===== src/lane_marking_row_filter_core_defines.svh =====
// Assertion macros shared by the filter modules.
// Each macro expects i_clk and i_rst_n in the scope where it is used.
`ifndef LANE_MARKING_ROW_FILTER_CORE_DEFINES_SVH
`define LANE_MARKING_ROW_FILTER_CORE_DEFINES_SVH

`define LMRF_ASSERT(lbl, ante, cons, msg) \
    lbl: assert property (@(posedge i_clk) disable iff (!i_rst_n) (ante) |-> (cons)) \
        else $error(msg);

`define LMRF_ASSERT_NEXT(lbl, ante, cons, msg) \
    lbl: assert property (@(posedge i_clk) disable iff (!i_rst_n) (ante) |=> (cons)) \
        else $error(msg);

`endif


===== src/lmrf_pkg.sv =====
package lmrf_pkg;

    localparam int PIX_W       = 8;
    localparam int TAU_W       = 5;
    localparam int ROW_W       = 12;
    localparam int CFG_DATA_W  = 12;
    localparam int CFG_INDEX_W = 2;

    localparam logic [CFG_INDEX_W-1:0] CFG_TAU        = 2'd0;
    localparam logic [CFG_INDEX_W-1:0] CFG_ROW_WIDTH  = 2'd1;
    localparam logic [CFG_INDEX_W-1:0] CFG_GATE_LEVEL = 2'd2;

    localparam logic [TAU_W-1:0] TAU_RESET       = 5'd4;
    localparam logic [ROW_W-1:0] ROW_WIDTH_RESET = 12'd640;
    localparam logic [PIX_W-1:0] GATE_RESET      = 8'd130;
    localparam logic [PIX_W-1:0] PIX_MAX         = 8'd255;

    localparam int CMD_QUEUE_DEPTH = 4;

    typedef struct packed {
        logic             main;
        logic [PIX_W-1:0] fval;
        logic [TAU_W-1:0] rem;
    } t_cmd;

endpackage


===== src/lmrf_cmd_queue.sv =====
`include "lane_marking_row_filter_core_defines.svh"

module lmrf_cmd_queue (
    input  logic          i_clk,
    input  logic          i_rst_n,
    input  logic          i_push,
    input  lmrf_pkg::t_cmd i_data,
    output logic          o_full,
    input  logic          i_pop,
    output lmrf_pkg::t_cmd o_data,
    output logic          o_empty
);

    localparam int DEPTH = lmrf_pkg::CMD_QUEUE_DEPTH;
    localparam int PW    = $clog2(DEPTH);
    localparam int NW    = $clog2(DEPTH + 1);

    lmrf_pkg::t_cmd r_mem [DEPTH];
    logic [PW-1:0]  r_wr_ptr;
    logic [PW-1:0]  r_rd_ptr;
    logic [NW-1:0]  r_count;
    logic           push_en;
    logic           pop_en;

    assign o_full  = (r_count == NW'(DEPTH));
    assign o_empty = (r_count == '0);
    assign o_data  = r_mem[r_rd_ptr];
    assign push_en = i_push && !o_full;
    assign pop_en  = i_pop && !o_empty;

    always_ff @(posedge i_clk) begin
        if (push_en) begin
            r_mem[r_wr_ptr] <= i_data;
        end
    end

    always_ff @(posedge i_clk) begin
        if (!i_rst_n) begin
            r_wr_ptr <= '0;
            r_rd_ptr <= '0;
            r_count  <= '0;
        end else begin
            if (push_en) begin
                r_wr_ptr <= (r_wr_ptr == PW'(DEPTH - 1)) ? '0 : r_wr_ptr + 1'b1;
            end
            if (pop_en) begin
                r_rd_ptr <= (r_rd_ptr == PW'(DEPTH - 1)) ? '0 : r_rd_ptr + 1'b1;
            end
            if (push_en && !pop_en) begin
                r_count <= r_count + 1'b1;
            end else if (pop_en && !push_en) begin
                r_count <= r_count - 1'b1;
            end
        end
    end

    `LMRF_ASSERT(a_count_bound, 1'b1, r_count <= NW'(DEPTH), "command queue count overflow")

endmodule


===== src/lmrf_front.sv =====
`include "lane_marking_row_filter_core_defines.svh"

module lmrf_front #(
    parameter int TAU_MAX   = 16,
    parameter int MAX_WIDTH = 2048
) (
    input  logic                             i_clk,
    input  logic                             i_rst_n,
    input  logic                             i_cfg_we,
    input  logic [lmrf_pkg::CFG_INDEX_W-1:0] i_cfg_index,
    input  logic [lmrf_pkg::CFG_DATA_W-1:0]  i_cfg_data,
    input  logic                             i_push,
    input  logic [lmrf_pkg::PIX_W-1:0]       i_pixel,
    output logic                             o_full,
    output logic                             o_cmd_push,
    output lmrf_pkg::t_cmd                   o_cmd,
    input  logic                             i_cmd_full
);

    localparam int PW    = lmrf_pkg::PIX_W;
    localparam int TW    = lmrf_pkg::TAU_W;
    localparam int AW    = $clog2(2 * TAU_MAX + 1);
    localparam int DEPTH = 2 ** AW;
    localparam int CW    = $clog2(MAX_WIDTH);
    localparam int CX    = CW + 1;
    localparam int WW0   = $clog2(MAX_WIDTH + 1);
    localparam int XW    = (WW0 > lmrf_pkg::ROW_W) ? WW0 : lmrf_pkg::ROW_W;

    logic [TW-1:0]              r_tau;
    logic [lmrf_pkg::ROW_W-1:0] r_width;
    logic [PW-1:0]              r_gate;

    logic [PW-1:0]  r_line [DEPTH];
    logic [AW-1:0]  r_wr_ptr;
    logic [CW-1:0]  r_col;

    logic           r_b_valid;
    logic [PW-1:0]  r_b_pix;
    logic [PW-1:0]  r_b_centre;
    logic [PW-1:0]  r_b_left;
    logic           r_b_main;
    logic           r_b_filt_ok;
    logic [TW-1:0]  r_b_flush;

    logic [TW-1:0]   tau_eff;
    logic [XW-1:0]   width_eff;
    logic            in_accept;
    logic            last;
    logic            has_main;
    logic            filt_ok;
    logic [TW-1:0]   n_flush;
    logic [CX-1:0]   col_ext;
    logic [CX-1:0]   tau_ext;
    logic [CX-1:0]   tau2_ext;
    logic            b_need;
    logic            b_stall;
    logic [PW-1:0]   hi;
    logic [PW-1:0]   diff;
    logic [PW-1:0]   fval;

    always_ff @(posedge i_clk) begin
        if (!i_rst_n) begin
            r_tau   <= lmrf_pkg::TAU_RESET;
            r_width <= lmrf_pkg::ROW_WIDTH_RESET;
            r_gate  <= lmrf_pkg::GATE_RESET;
        end else if (i_cfg_we) begin
            unique case (i_cfg_index)
                lmrf_pkg::CFG_TAU:        r_tau   <= i_cfg_data[TW-1:0];
                lmrf_pkg::CFG_ROW_WIDTH:  r_width <= i_cfg_data[lmrf_pkg::ROW_W-1:0];
                lmrf_pkg::CFG_GATE_LEVEL: r_gate  <= i_cfg_data[PW-1:0];
                default: ;
            endcase
        end
    end

    always_comb begin
        if (r_tau == '0) begin
            tau_eff = TW'(1);
        end else if (32'(r_tau) > TAU_MAX) begin
            tau_eff = TW'(TAU_MAX);
        end else begin
            tau_eff = r_tau;
        end
        if (r_width == '0) begin
            width_eff = XW'(1);
        end else if (XW'(r_width) > XW'(MAX_WIDTH)) begin
            width_eff = XW'(MAX_WIDTH);
        end else begin
            width_eff = XW'(r_width);
        end
    end

    assign col_ext  = CX'(r_col);
    assign tau_ext  = CX'(tau_eff);
    assign tau2_ext = CX'({tau_eff, 1'b0});
    assign last     = ((XW + 1)'(r_col) + 1'b1) >= (XW + 1)'(width_eff);
    assign has_main = col_ext >= tau_ext;
    assign filt_ok  = col_ext >= tau2_ext;

    always_comb begin
        if (!last) begin
            n_flush = '0;
        end else if ((col_ext + 1'b1) < tau_ext) begin
            n_flush = TW'(col_ext + 1'b1);
        end else begin
            n_flush = tau_eff;
        end
    end

    assign b_need    = r_b_main || (r_b_flush != '0);
    assign b_stall   = r_b_valid && b_need && i_cmd_full;
    assign o_full    = b_stall;
    assign in_accept = i_push && !b_stall;

    always_ff @(posedge i_clk) begin
        if (in_accept) begin
            r_line[r_wr_ptr] <= i_pixel;
            r_b_centre       <= r_line[r_wr_ptr - AW'(tau_eff)];
            r_b_left         <= r_line[r_wr_ptr - AW'({tau_eff, 1'b0})];
            r_b_pix          <= i_pixel;
            r_b_main         <= has_main;
            r_b_filt_ok      <= filt_ok;
            r_b_flush        <= n_flush;
        end
    end

    always_ff @(posedge i_clk) begin
        if (!i_rst_n) begin
            r_wr_ptr  <= '0;
            r_col     <= '0;
            r_b_valid <= 1'b0;
        end else begin
            if (in_accept) begin
                r_wr_ptr <= r_wr_ptr + 1'b1;
                r_col    <= last ? '0 : r_col + 1'b1;
            end
            if (!b_stall) begin
                r_b_valid <= in_accept;
            end
        end
    end

    always_comb begin
        hi   = (r_b_left > r_b_pix) ? r_b_left : r_b_pix;
        diff = r_b_centre - hi;
        if (!r_b_filt_ok || (r_b_centre < r_gate) || (r_b_centre <= hi)) begin
            fval = '0;
        end else if (diff[PW-1]) begin
            fval = lmrf_pkg::PIX_MAX;
        end else begin
            fval = {diff[PW-2:0], 1'b0};
        end
    end

    assign o_cmd_push = r_b_valid && b_need && !i_cmd_full;
    assign o_cmd.main = r_b_main;
    assign o_cmd.fval = fval;
    assign o_cmd.rem  = r_b_flush;

    `LMRF_ASSERT_NEXT(a_row_restart, in_accept && last, r_col == '0, "column count did not restart")
    `LMRF_ASSERT(a_flush_only_last, r_b_valid && (r_b_flush != '0), !r_b_main || r_b_filt_ok || (r_b_flush <= tau_eff), "flush longer than tau")

endmodule


===== src/lmrf_back.sv =====
`include "lane_marking_row_filter_core_defines.svh"

module lmrf_back (
    input  logic                       i_clk,
    input  logic                       i_rst_n,
    input  lmrf_pkg::t_cmd             i_cmd,
    input  logic                       i_cmd_empty,
    output logic                       o_cmd_pop,
    output logic                       o_empty,
    input  logic                       i_pop,
    output logic [lmrf_pkg::PIX_W-1:0] o_filtered,
    output logic                       o_row_end
);

    localparam int TW = lmrf_pkg::TAU_W;

    logic                       r_cur_valid;
    lmrf_pkg::t_cmd             r_cur;
    logic                       r_out_valid;
    logic [lmrf_pkg::PIX_W-1:0] r_out_filtered;
    logic                       r_out_row_end;

    logic adv;
    logic emit;
    logic cur_done;

    assign adv       = !r_out_valid || i_pop;
    assign emit      = adv && r_cur_valid;
    assign cur_done  = r_cur.main ? (r_cur.rem == '0) : (r_cur.rem == TW'(1));
    assign o_cmd_pop = !i_cmd_empty && (!r_cur_valid || (emit && cur_done));

    always_ff @(posedge i_clk) begin
        if (o_cmd_pop) begin
            r_cur <= i_cmd;
        end else if (emit) begin
            if (r_cur.main) begin
                r_cur.main <= 1'b0;
            end else begin
                r_cur.rem <= r_cur.rem - 1'b1;
            end
        end
        if (emit) begin
            r_out_filtered <= r_cur.main ? r_cur.fval : '0;
            r_out_row_end  <= !r_cur.main && (r_cur.rem == TW'(1));
        end
    end

    always_ff @(posedge i_clk) begin
        if (!i_rst_n) begin
            r_cur_valid <= 1'b0;
            r_out_valid <= 1'b0;
        end else begin
            if (o_cmd_pop) begin
                r_cur_valid <= 1'b1;
            end else if (emit && cur_done) begin
                r_cur_valid <= 1'b0;
            end
            if (adv) begin
                r_out_valid <= r_cur_valid;
            end
        end
    end

    assign o_empty    = !r_out_valid;
    assign o_filtered = r_out_filtered;
    assign o_row_end  = r_out_row_end;

    `LMRF_ASSERT(a_row_end_zero, r_out_valid && r_out_row_end, r_out_filtered == '0, "row end word not zero")
    `LMRF_ASSERT(a_cur_nonempty, r_cur_valid, r_cur.main || (r_cur.rem != '0), "empty command held")

endmodule


===== src/lane_marking_row_filter_core.sv =====
// Channel   Handshake            Payload
// input     i_push / o_full      i_pixel
// result    o_empty / i_pop      o_filtered, o_row_end
// config    i_cfg_we             i_cfg_index, i_cfg_data
//
// One pixel is taken per clock while o_full is low; the word for column c - tau goes from the
// front register stage through the command queue and command register to the output register.
// A row's last pixel also yields up to tau flush words, one per clock from the expander if popped.
// With the result side popping every cycle the expander keeps pace and the input never stalls;
// it stalls only once a held-off result side has filled the output stage and command queue.
// Reset is synchronous, clears counters and pointers, presets configuration; no clearing pass.
module lane_marking_row_filter_core #(
    parameter int TAU_MAX   = 16,
    parameter int MAX_WIDTH = 2048
) (
    input  logic                             i_clk,
    input  logic                             i_rst_n,
    input  logic                             i_cfg_we,
    input  logic [lmrf_pkg::CFG_INDEX_W-1:0] i_cfg_index,
    input  logic [lmrf_pkg::CFG_DATA_W-1:0]  i_cfg_data,
    input  logic                             i_push,
    input  logic [lmrf_pkg::PIX_W-1:0]       i_pixel,
    output logic                             o_full,
    output logic                             o_empty,
    input  logic                             i_pop,
    output logic [lmrf_pkg::PIX_W-1:0]       o_filtered,
    output logic                             o_row_end
);

    lmrf_pkg::t_cmd front_cmd;
    lmrf_pkg::t_cmd queue_cmd;
    logic           cmd_push;
    logic           cmd_full;
    logic           cmd_pop;
    logic           cmd_empty;

    lmrf_front #(
        .TAU_MAX   (TAU_MAX),
        .MAX_WIDTH (MAX_WIDTH)
    ) u_front (
        .i_clk       (i_clk),
        .i_rst_n     (i_rst_n),
        .i_cfg_we    (i_cfg_we),
        .i_cfg_index (i_cfg_index),
        .i_cfg_data  (i_cfg_data),
        .i_push      (i_push),
        .i_pixel     (i_pixel),
        .o_full      (o_full),
        .o_cmd_push  (cmd_push),
        .o_cmd       (front_cmd),
        .i_cmd_full  (cmd_full)
    );

    lmrf_cmd_queue u_queue (
        .i_clk   (i_clk),
        .i_rst_n (i_rst_n),
        .i_push  (cmd_push),
        .i_data  (front_cmd),
        .o_full  (cmd_full),
        .i_pop   (cmd_pop),
        .o_data  (queue_cmd),
        .o_empty (cmd_empty)
    );

    lmrf_back u_back (
        .i_clk       (i_clk),
        .i_rst_n     (i_rst_n),
        .i_cmd       (queue_cmd),
        .i_cmd_empty (cmd_empty),
        .o_cmd_pop   (cmd_pop),
        .o_empty     (o_empty),
        .i_pop       (i_pop),
        .o_filtered  (o_filtered),
        .o_row_end   (o_row_end)
    );

endmodule


===== config.mk =====
export PLATFORM = sky130hd
export DESIGN_NAME = lane_marking_row_filter_core
export DESIGN_NICKNAME = d
export VERILOG_FILES = /design/src/lmrf_pkg.sv /design/src/lmrf_cmd_queue.sv /design/src/lmrf_front.sv /design/src/lmrf_back.sv /design/src/lane_marking_row_filter_core.sv
export VERILOG_INCLUDE_DIRS = /design/src /design/src/src
export SDC_FILE = /design/constraint.sdc
export NUM_CORES = 1
export LEC_CHECK = 0
export BUFFER_PORTS_ARGS = -buffer_cell sky130_fd_sc_hd__buf_2
export CAP_MARGIN = 0
export CORE_MARGIN = 2
export CORE_UTILIZATION = 63
export CTS_BUF_LIST = sky130_fd_sc_hd__clkbuf_16
export DETAILED_ROUTE_END_ITERATION = 10
export GPL_TIMING_DRIVEN = 0
export PLACE_DENSITY = 0.82
export SLEW_MARGIN = 20
export SYNTH_ARGS = -nofsm -noshare
export SYNTH_HDL_FRONTEND = slang
export SYNTH_SLANG_ARGS = --single-unit

===== constraint.sdc =====
create_clock -name i_clk -period 10.1 [get_ports i_clk]
set_input_delay 1.01 -clock i_clk [delete_from_list [all_inputs] [get_ports i_clk]]
set_output_delay 1.01 -clock i_clk [all_outputs]
set_load 0.02 [all_outputs]

==> results of run 1 <==
cell families (layout without fill, tap and decap cells):
kind of cell               Yosys count  count (layout)  synth area share [%]
adders and majority gates           73              73                  2.92
muxes                              360             360                  21.9
buffers and inverters              167             328                  2.16
and+or+nand+nor                    460             460                  6.61
DFF                                676             676                  61.1
AOI/OAI and AO/OA                  209             209                  4.37
xor gates and xnor gates            36              36                 0.975
other                                0               1                     0
per-layer routing:
metal	GRT usage [%]	vias to the layer above
met3	9.84	389
met5	0	-
li1	-	8172
met2	56.0	1737
met1	46.3	10299
met4	20.6	2
synth_stat cells (all sizes together) (6+ instances only):
master | n | share of area [%]
edfxtp | 622 | 58
mux4 | 277 | 19
nand2 | 172 | 2.0
nor2 | 125 | 1.5
mux2i | 77 | 2.4
clkbuf | 70 | 0.81
ha | 69 | 2.7
buf | 54 | 0.85
dfxtp | 54 | 3.3
inv | 42 | 0.49
a21oi | 39 | 0.60
o21ai | 31 | 0.48
nand3 | 30 | 0.46
xnor2 | 25 | 0.68
nor2b | 23 | 0.44
a21boi | 21 | 0.49
and2 | 21 | 0.41
a31oi | 19 | 0.37
nor3 | 19 | 0.31
a22oi | 18 | 0.42
nand4 | 17 | 0.33
o21a | 14 | 0.32
a21o | 13 | 0.30
o211ai | 13 | 0.30
xor2 | 11 | 0.30
and4 | 8 | 0.22
o221ai | 8 | 0.22
o22ai | 8 | 0.15
a32oi | 7 | 0.19
and3 | 7 | 0.14
nand2b | 7 | 0.16
mux2 | 6 | 0.21
nand3b | 6 | 0.14
nor3b | 6 | 0.14
or3 | 6 | 0.12
power by group:
group	internal (mW)	switching, mW
Clock	1.43	1.07
Sequential	3.21	0.0616
Combinational	0.673	1.03
state kept, by name, indices dropped and copies added (netlist names), 3 cells and up, named ones only:
name / count
u_front.r_col: 11
u_front.r_b_flush: 5
u_queue.r_count: 3
u_front.r_wr_ptr: 6
u_front.r_tau: 5
u_front.r_b_pix: 8
u_front.r_gate: 8
u_queue.r_mem: 56
u_front.r_line: 512
u_back.o_filtered: 8
u_front.r_width: 12
u_back.r_cur: 14
u_front.r_b_centre: 8
u_front.r_b_left: 8
area by class of cell:
cell class                      instances  area (um^2)  area share, %
Antenna cell                            1         2.50        0.00702
Inverter                               43          161          0.453
Clock inverter                         47          302          0.846
Sequential cell                       676        19800           55.5
Multi-Input combinational cell       1138        11900           33.4
Clock buffer                           76         1900           5.34
Timing Repair Buffer                   38          223          0.625
Buffer                                124          538           1.51
Tap cell                              680          851           2.39
worst max-delay path, stage by stage, from the launching register on:
cell      delay, ns
dfxtp_1        0.34
buf_2          0.19
buf_4          0.27
buf_4          0.31
buf_2          0.39
clkinv_1       0.42
ha_1           0.33
inv_1          0.06
fa_1           0.18
clkbuf_1       0.81
buf_1          0.70
mux4_2         0.46
nor2_1         0.20
nor2_1         0.08
o211ai_1       0.60
o22ai_1        0.29
cells in the final DEF (no fill, tap or decap), types with 7 or more instances in the layout:
cell type,n
edfxtp_1,622
mux4_2,277
nand2_1,172
nor2_1,125
mux2i_1,77
clkbuf_16,76
buf_2,70
clkbuf_1,70
ha_1,69
inv_1,61
dfxtp_1,54
a21oi_1,39
nand3_1,30
o21ai_0,30
xnor2_1,25
nor2b_1,23
and2_1,21
a21boi_0,20
a31oi_1,19
nor3_1,18
a22oi_1,18
nand4_1,17
o21a_1,14
a21o_1,13
o211ai_1,13
buf_4,11
clkinv_1,11
xor2_1,11
clkinv_2,10
buf_1,9
o221ai_1,8
o22ai_1,8
and4_1,7
and3_1,7
a32oi_1,7
worst max-delay path by stage:
stage,startpoint,end,slack (ns),depth (start not counted)
floorplan,u_front.r_b_left[5],u_queue.r_mem[0][5],6.38,18
detailed placement,u_front.r_wr_ptr[0],u_front.r_b_centre[0],4.64,15
global placement,u_front.r_wr_ptr[0],u_front.r_b_centre[0],4.65,15
finish,u_front.r_wr_ptr[0],u_front.r_b_centre[3],4.10,15
CTS,u_front.r_wr_ptr[0],u_front.r_b_centre[0],4.62,15
global route,u_front.r_wr_ptr[0],u_front.r_b_centre[3],4.06,15
==> metrics list, run 1 <==
* Number of CTS-inserted buffers: 69
- Total clock sinks: ~680
* Mapped Cells: 1981
* Final HPWL DP: ~63000 um
- Starting density of the core: a little under two thirds
- Crit Path Category: flop to flop
* FF+latch count, synth: 676
- ANT nets after route: 0
- Hold-critical path depth: 2
- Setup violation total in the final timing report: 0
- IR analysis of the VDD net gives a maximum drop of between 0.0001 and 0.00015 V.
- Global routing used between 30 and 40% of the available tracks across all layers.
- STA classifies the critical path endpoint as a flop.
* Post-synth ARST share: 0%
* Number of global-route vias before repair: about 20000
- For the pin with the worst max-slew slack, the measured transition is 1.26 ns.
- Max-cap check violation count: 0
* Number of port buffers: 37
* Post-CTS Resized: 0
- First-pass GRT wire length: 136000 um
* Final Core Density: around 70%
- The worst pin sits at a relative slew slack of between 10% and 20%.
* R2R cell count: 15
- The finished layout holds around 2800 standard cells, fillers aside.
- Row generation in the floorplan step produced 83 rows.
- Hold timing on the final database bottoms out at a slack of about 0.49 ns.
* Setup TNS Final: 0 ns
- Maximum number of pins on one net before global-route repair: 66
- Final worst path period share: about three fifths
- Wire length on met2: about 44000 um
- The clock passes through at most 3 buffers.
- Weighted congestion reported at the end of routability-driven placement: approximately 1.1
- Clock transition time at the flip-flop clock pins of the worst setup and hold paths: approximately 0.06 ns
* Detailed-route DRC error count: 0
- Summed area of non-filler cells in the final layout: ~36000 um^2
- The worst hold path terminates at u_front.r_width[8].
- Number of antenna violations at the first check in global routing: 3
- # placed instances: 2699
- Crit Reg-Reg Startpoint: u_front.r_wr_ptr[0]
* Worst setup skew after layout: between 0.03 and 0.04 ns
* Via-per-instance ratio: between 7 and 8
- Total power: 7.46 mW
- After filler insertion, the fill cell instance count of the layout stands at between 3000 and 4000.
- Setup repair after global routing left no endpoint under its margin.
- Proportion of layout cells with a drive suffix above 1: approximately 22%
- Post-CTS Setup Bufs: 0
- The root buffer cell chosen for the clock tree is clkbuf_16.
- The worst path needs ~6.0 ns of the cycle, external delays included.
- Arrival time at the worst endpoint: between 6 and 7 ns
- TritonCTS built the clock tree.
- Unique cell type count in the Yosys netlist: 67
- Among all flip-flop cells after synthesis, the most frequent one is edfxtp_1.
- Summing the sequential cell areas from Yosys gives approximately three fifths of the chip area.
- Wire length on met1: between 30000 and 40000 um
- Summing all placed instances gives a cell area of approximately 33000 um^2.
* Netlist area before placement: approximately 32000 um^2
- Hold repair after CTS inserted 0 buffers.
- The first routing iteration left approximately 3300 violations.
- Result of the run: finished, final reports clean
- Layout overhead on the synthesized area: 10.1%
* Mapped Nets: approximately 2100
- At the later pin of the worst-skew pair, clock insertion delay measures roughly 0.63 ns.
- In this run the static leakage power is 12.0 nW.
* Reg-to-reg setup timing slack: ~4 ns
- Worst path setup slack after routing: between 4 and 5 ns
- Endpoints failing hold: 0
- Number of enable-type register cells in the synthesized netlist: just over 600
- The highest metal layer carrying signal wires in the routed design is met5.
* Critical path launch point type: flop
* Per-cell routed wire length: ~33 um
- Static timing analysis puts the maximum clock frequency at between 150 and 200 MHz.
- The number of max-slew violations in the final report is 0.
- The die covers 53200 um^2.
- Critical register-to-register path endpoint: u_front.r_b_centre[3]
- The Yosys step of the flow raised 0 warnings.
- Along the worst path, the maximum fanout reaches 10.
* Number of optimization iterations in the first detailed-route pass: 6
- After the last flow step, the layout net total stands at ~2200.
- CTS built an H-tree with a depth of 3.
- Core ar.: slightly above 50000 um^2
* Worst hold-check path type: flop to flop
- Total wire length: approximately 94000 um
- STA puts the critical path data required time at approximately 10 ns.
- Gr ovfl total: 0
- Met3 routed wirelength: about 12000 um
- The die is 231 um tall.
- Measured along the x axis, the die boundary spans around 230 um.
- The final route contains just over 20000 vias.
- A synthesized cell averages around 16 um^2.
* PwrDens: ~210 nW/um^2
* Setup Slack @ Placement: approximately 4.6 ns
* Launch instance of the worst min-delay path: u_front.r_width[8]
- Number of top-level design ports: 38
Note: power is estimated with default switching activity, not from simulation.
==> run 2: changes to the inputs <==
Clock period 10.1 ns to 5.9 ns, I/O delays scaled along.
==> metrics list, run 2 (same netlist as run 1, synthesis figures left out) <==
- Result of the run: finished, violations left (was finished, final reports clean).
- Violated checks: negative setup slack
- The number of top-level pins was 38 (unchanged).
* VDD IR-drop max: 0.000251 V (was 0.000147 V)
- The global routing met1 resource utilization came to 46.3% (unchanged).
* Clock transition time at the flip-flop clock pins of the worst setup and hold paths: 0.06 ns (about the same)
* Weighted congestion reported at the end of routability-driven placement: 1.06 (unchanged)
- The port buffer count came to 37 (unchanged).
- Depth of the CTS H-tree: 3 (unchanged)
- The total routing usage reported by global routing is 36.0% (unchanged).
- Rows: 83 (unchanged)
* Worst Setup SP: u_front.r_wr_ptr[0] (unchanged)
* Relative contribution of combinational cells to total power: 22.8% (about the same)
* DIE AREA: 53200 um^2 (unchanged)
- The share of total power in the clock network was 33.5% (was 33.4%).
* Maximum operating frequency: 169 MHz (was 167 MHz)
- The final setup slack of the worst path was -0.0154 ns (was 4.10 ns).
* Starting DRC count in detailed routing: 3554 (was 3334)
- The met2 demand-to-capacity share in global routing was 56.0% (unchanged).
- Setup TNS Final: -0.0154 ns (was 0 ns)
- The final critical delay including setup and external delays was 5.92 ns (was 6.00 ns).
* Arrival time at the worst endpoint: 6.20 ns (was 6.29 ns)
- Count of nets after finishing: 2190 (unchanged)
* Buffer depth of the longest clock path: 3 (unchanged)
- ANT nets after route: 0 (unchanged)
- GR met3 Demand/Resource: 9.84% (unchanged)
* Worst setup skew after layout: 0.0298 ns (was 0.0317 ns)
- The cell depth of the worst min-delay path is 3 (was 2).
- Launch instance of the worst min-delay path: i_cfg_data[9] (was u_front.r_width[8])
- PwrDens: 359 nW/um^2 (was 210 nW/um^2)
- The max-capacitance violation count was 0 (unchanged).
- The count of non-filler cells in the finished layout came to 2824 (was 2823).
- Data required time at the worst endpoint: 6.18 ns (was 10.38 ns)
* CTS Hold Buffers Added: 0 (unchanged)
- Final HPWL DP: 63100 um (unchanged)
- Die Span Y: 231 um (unchanged)
- Core ar.: 51000 um^2 (unchanged)
- The number of gates resized after CTS came to 0 (unchanged).
- The power dissipated by switching net loads was 3.70 mW (was 2.16 mW).
- The area of the multi-input gates was 11900 um^2 (unchanged).
- Clock latency on the worst-skew pair: 0.63 ns (about the same)
- The number of max-slew violations in the final report is 0 (unchanged).
* Total wire length: 93800 um (was 93600 um)
- The worst-case reg-to-reg path depth came to 15 (unchanged).
- Maximum number of pins on one net before global-route repair: 66 (unchanged)
- Total power: 12.8 mW (was 7.46 mW)
- The standby leakage power came to 12.1 nW (was 12.0 nW).
* Number of antenna violations at the first check in global routing: 3 (unchanged)
- The overall via count from detail_route is 20605 (was 20599).
* Via-per-instance ratio: 7.30 (about the same)
- The cell internal power dissipation came to 9.09 mW (was 5.31 mW).
- Proportion of layout cells with a drive suffix above 1: 22.1% (was 22.0%)
* Starting density of the core: 63.4% (unchanged)
- The kind of start point of the critical path is a flop (unchanged).
* Gr ovfl total: 0 (unchanged)
- Crit Reg-Reg Startpoint: u_front.r_wr_ptr[0] (unchanged)
* Worst hold-check path type: input port to flop (was flop to flop)
* Setup Slack @ Placement: 0.440 ns (was 4.64 ns)
- Commonest cells after routing, fill and taps aside: edfxtp_1 (622), mux4_2 (277), nand2_1 (172), nor2_1 (125), mux2i_1 (77) (unchanged)
* Setup repair after global routing missed its margin: no (unchanged)
- Number of CTS-inserted buffers: 69 (unchanged)
- Layout overhead on the synthesized area: 10.2% (was 10.1%)
- The TritonCTS clock tree is done (unchanged).
- The total setup buffers inserted after CTS came to 0 (unchanged).
* Post-Route Hold Slack: 0.195 ns (was 0.493 ns)
- The wire length of the first global-routing pass was 136000 um (unchanged).
* # placed instances: 2699 (unchanged)
* CP max stage cell: clkdlybuf4s15_1 (was clkbuf_1)
- Sequential share of power: 43.8% (about the same)
- Width of the die: 231 um (unchanged)
- Total clock sinks: 676 (unchanged)
- Setup violation total in the final timing report: 1 (was 0)
- The maximum fanout along the worst path is 10 (unchanged).
* Detailed-route DRC error count: 0 (unchanged)
- Capturing element type of the critical path: flop (unchanged)
- Number of global-route vias before repair: 20268 (unchanged)
- Cells along the critical path: buf_2 > buf_4 > buf_4 > buf_2 > clkinv_1 > ha_1 > inv_1 > fa_1 > clkdlybuf4s15_1 > clkbuf_1 > mux4_2 > mux2i_1 > a32oi_1 > o211ai_1 > o22ai_1 (was buf_2 > buf_4 > buf_4 > buf_2 > clkinv_1 > ha_1 > inv_1 > fa_1 > clkbuf_1 > buf_1 > mux4_2 > nor2_1 > nor2_1 > o211ai_1 > o22ai_1)
* Worst max-slew margin expressed relative to the limit: 13.6% (was 15.6%)
- The layer with the highest usage after global routing was met2 (unchanged).
- Largest registers ranked by flip-flop count: u_front.r_line: 512 flops, u_queue.r_mem: 56 flops, u_back.r_cur: 14 flops (unchanged)
- Crit Path Category: flop to flop (unchanged)
* Switching fraction of total power: 28.9% (about the same)
- The stage delay of the slowest cell on the critical path is 0.73 ns (was 0.81 ns).
- Layout filler cell count: 3212 (was 3215)
- Register with the most flip-flops: u_front.r_line (unchanged)
* Sequential cell area: 19800 um^2 (unchanged)
- The most frequent standard cell in the layout excluding fill and tap cells is edfxtp_1 (unchanged).
- The length of the first detailed-routing pass in iterations was 7 (was 6).
- Max FFs per register: 512 (unchanged)
- The share of the clock period used by the worst path is 100% (was 59.4%).
- Root cell of the clock tree: clkbuf_16 (unchanged)
* Endpoints failing hold: 0 (unchanged)
- The transition time at the pin with the least slew margin was 1.29 ns (was 1.26 ns).
- The routed wirelength normalized by instance count came to 33.2 um (about the same).
run 2: cell types whose count changed in the layout (fill, tap and decap cells not counted), sizes merged:
| cell | delta |
|---|---|
| buf | -1 |
| clkdlybuf4s15 | +1 |
| diode | +1 |
run 2: power groups by stage:
stage / clock network, mW / logic, mW / registers [mW]
final: 4.28 / 2.91 / 5.60
after global routing: 4.45 / 3.05 / 5.61
after CTS: 4.27 / 2.82 / 5.60
after detailed placement: 0 / 2.79 / 5.70
after global placement: 0 / 2.73 / 5.69
after floorplan: 0 / 1.86 / 5.69
run 2: cell type report:
class                   count  share of cell area (%)
inverters                  43                   0.453
flip-flops and latches    676                    55.4
clock inverters            47                   0.846
diodes                      2                  0.0140
clock buffers              76                    5.34
plain buffers             124                    1.53
repair buffers             38                   0.625
multi-input cells        1138                    33.4
well taps                 680                    2.39
run 2: final timing paths:
| check | to | slack, ns |
|---|---|---|
| worst min-delay path | u_front.r_width[9] | 0.19 |
| worst max-delay path | u_front.r_b_centre[3] | -0.02 |
| worst min register to register | u_front.r_width[8] | 0.49 |
| worst max register to register | u_front.r_b_centre[3] | -0.02 |
run 2: worst max-delay path: cells and delay by family (launching register included):
| family | cells | cell delay, ns |
|---|---|---|
| adders and majority gates | 2 | 0.51 |
| AOI/OAI and AO/OA | 3 | 0.87 |
| muxes | 2 | 0.73 |
| buffers and inverters | 8 | 3.09 |
| DFF | 1 | 0.34 |
run 2: metal layers:
layer | share of wire, % | wire [um]
met5 | 0.012 | 11
met4 | 6.7 | 6290
met3 | 12 | 11500
met2 | 47 | 43800
met1 | 34 | 32200
run 2: per-stage QoR:
| step | cell area [um^2] | utilization, % |
|---|---|---|
| after global routing | 35600 | 69.9 |
| final | 35600 | 69.9 |
| after floorplan | 32300 | - |
| after global placement | 33400 | 65.5 |
| after detailed placement | 33400 | 65.5 |
| after CTS | 35600 | 69.8 |
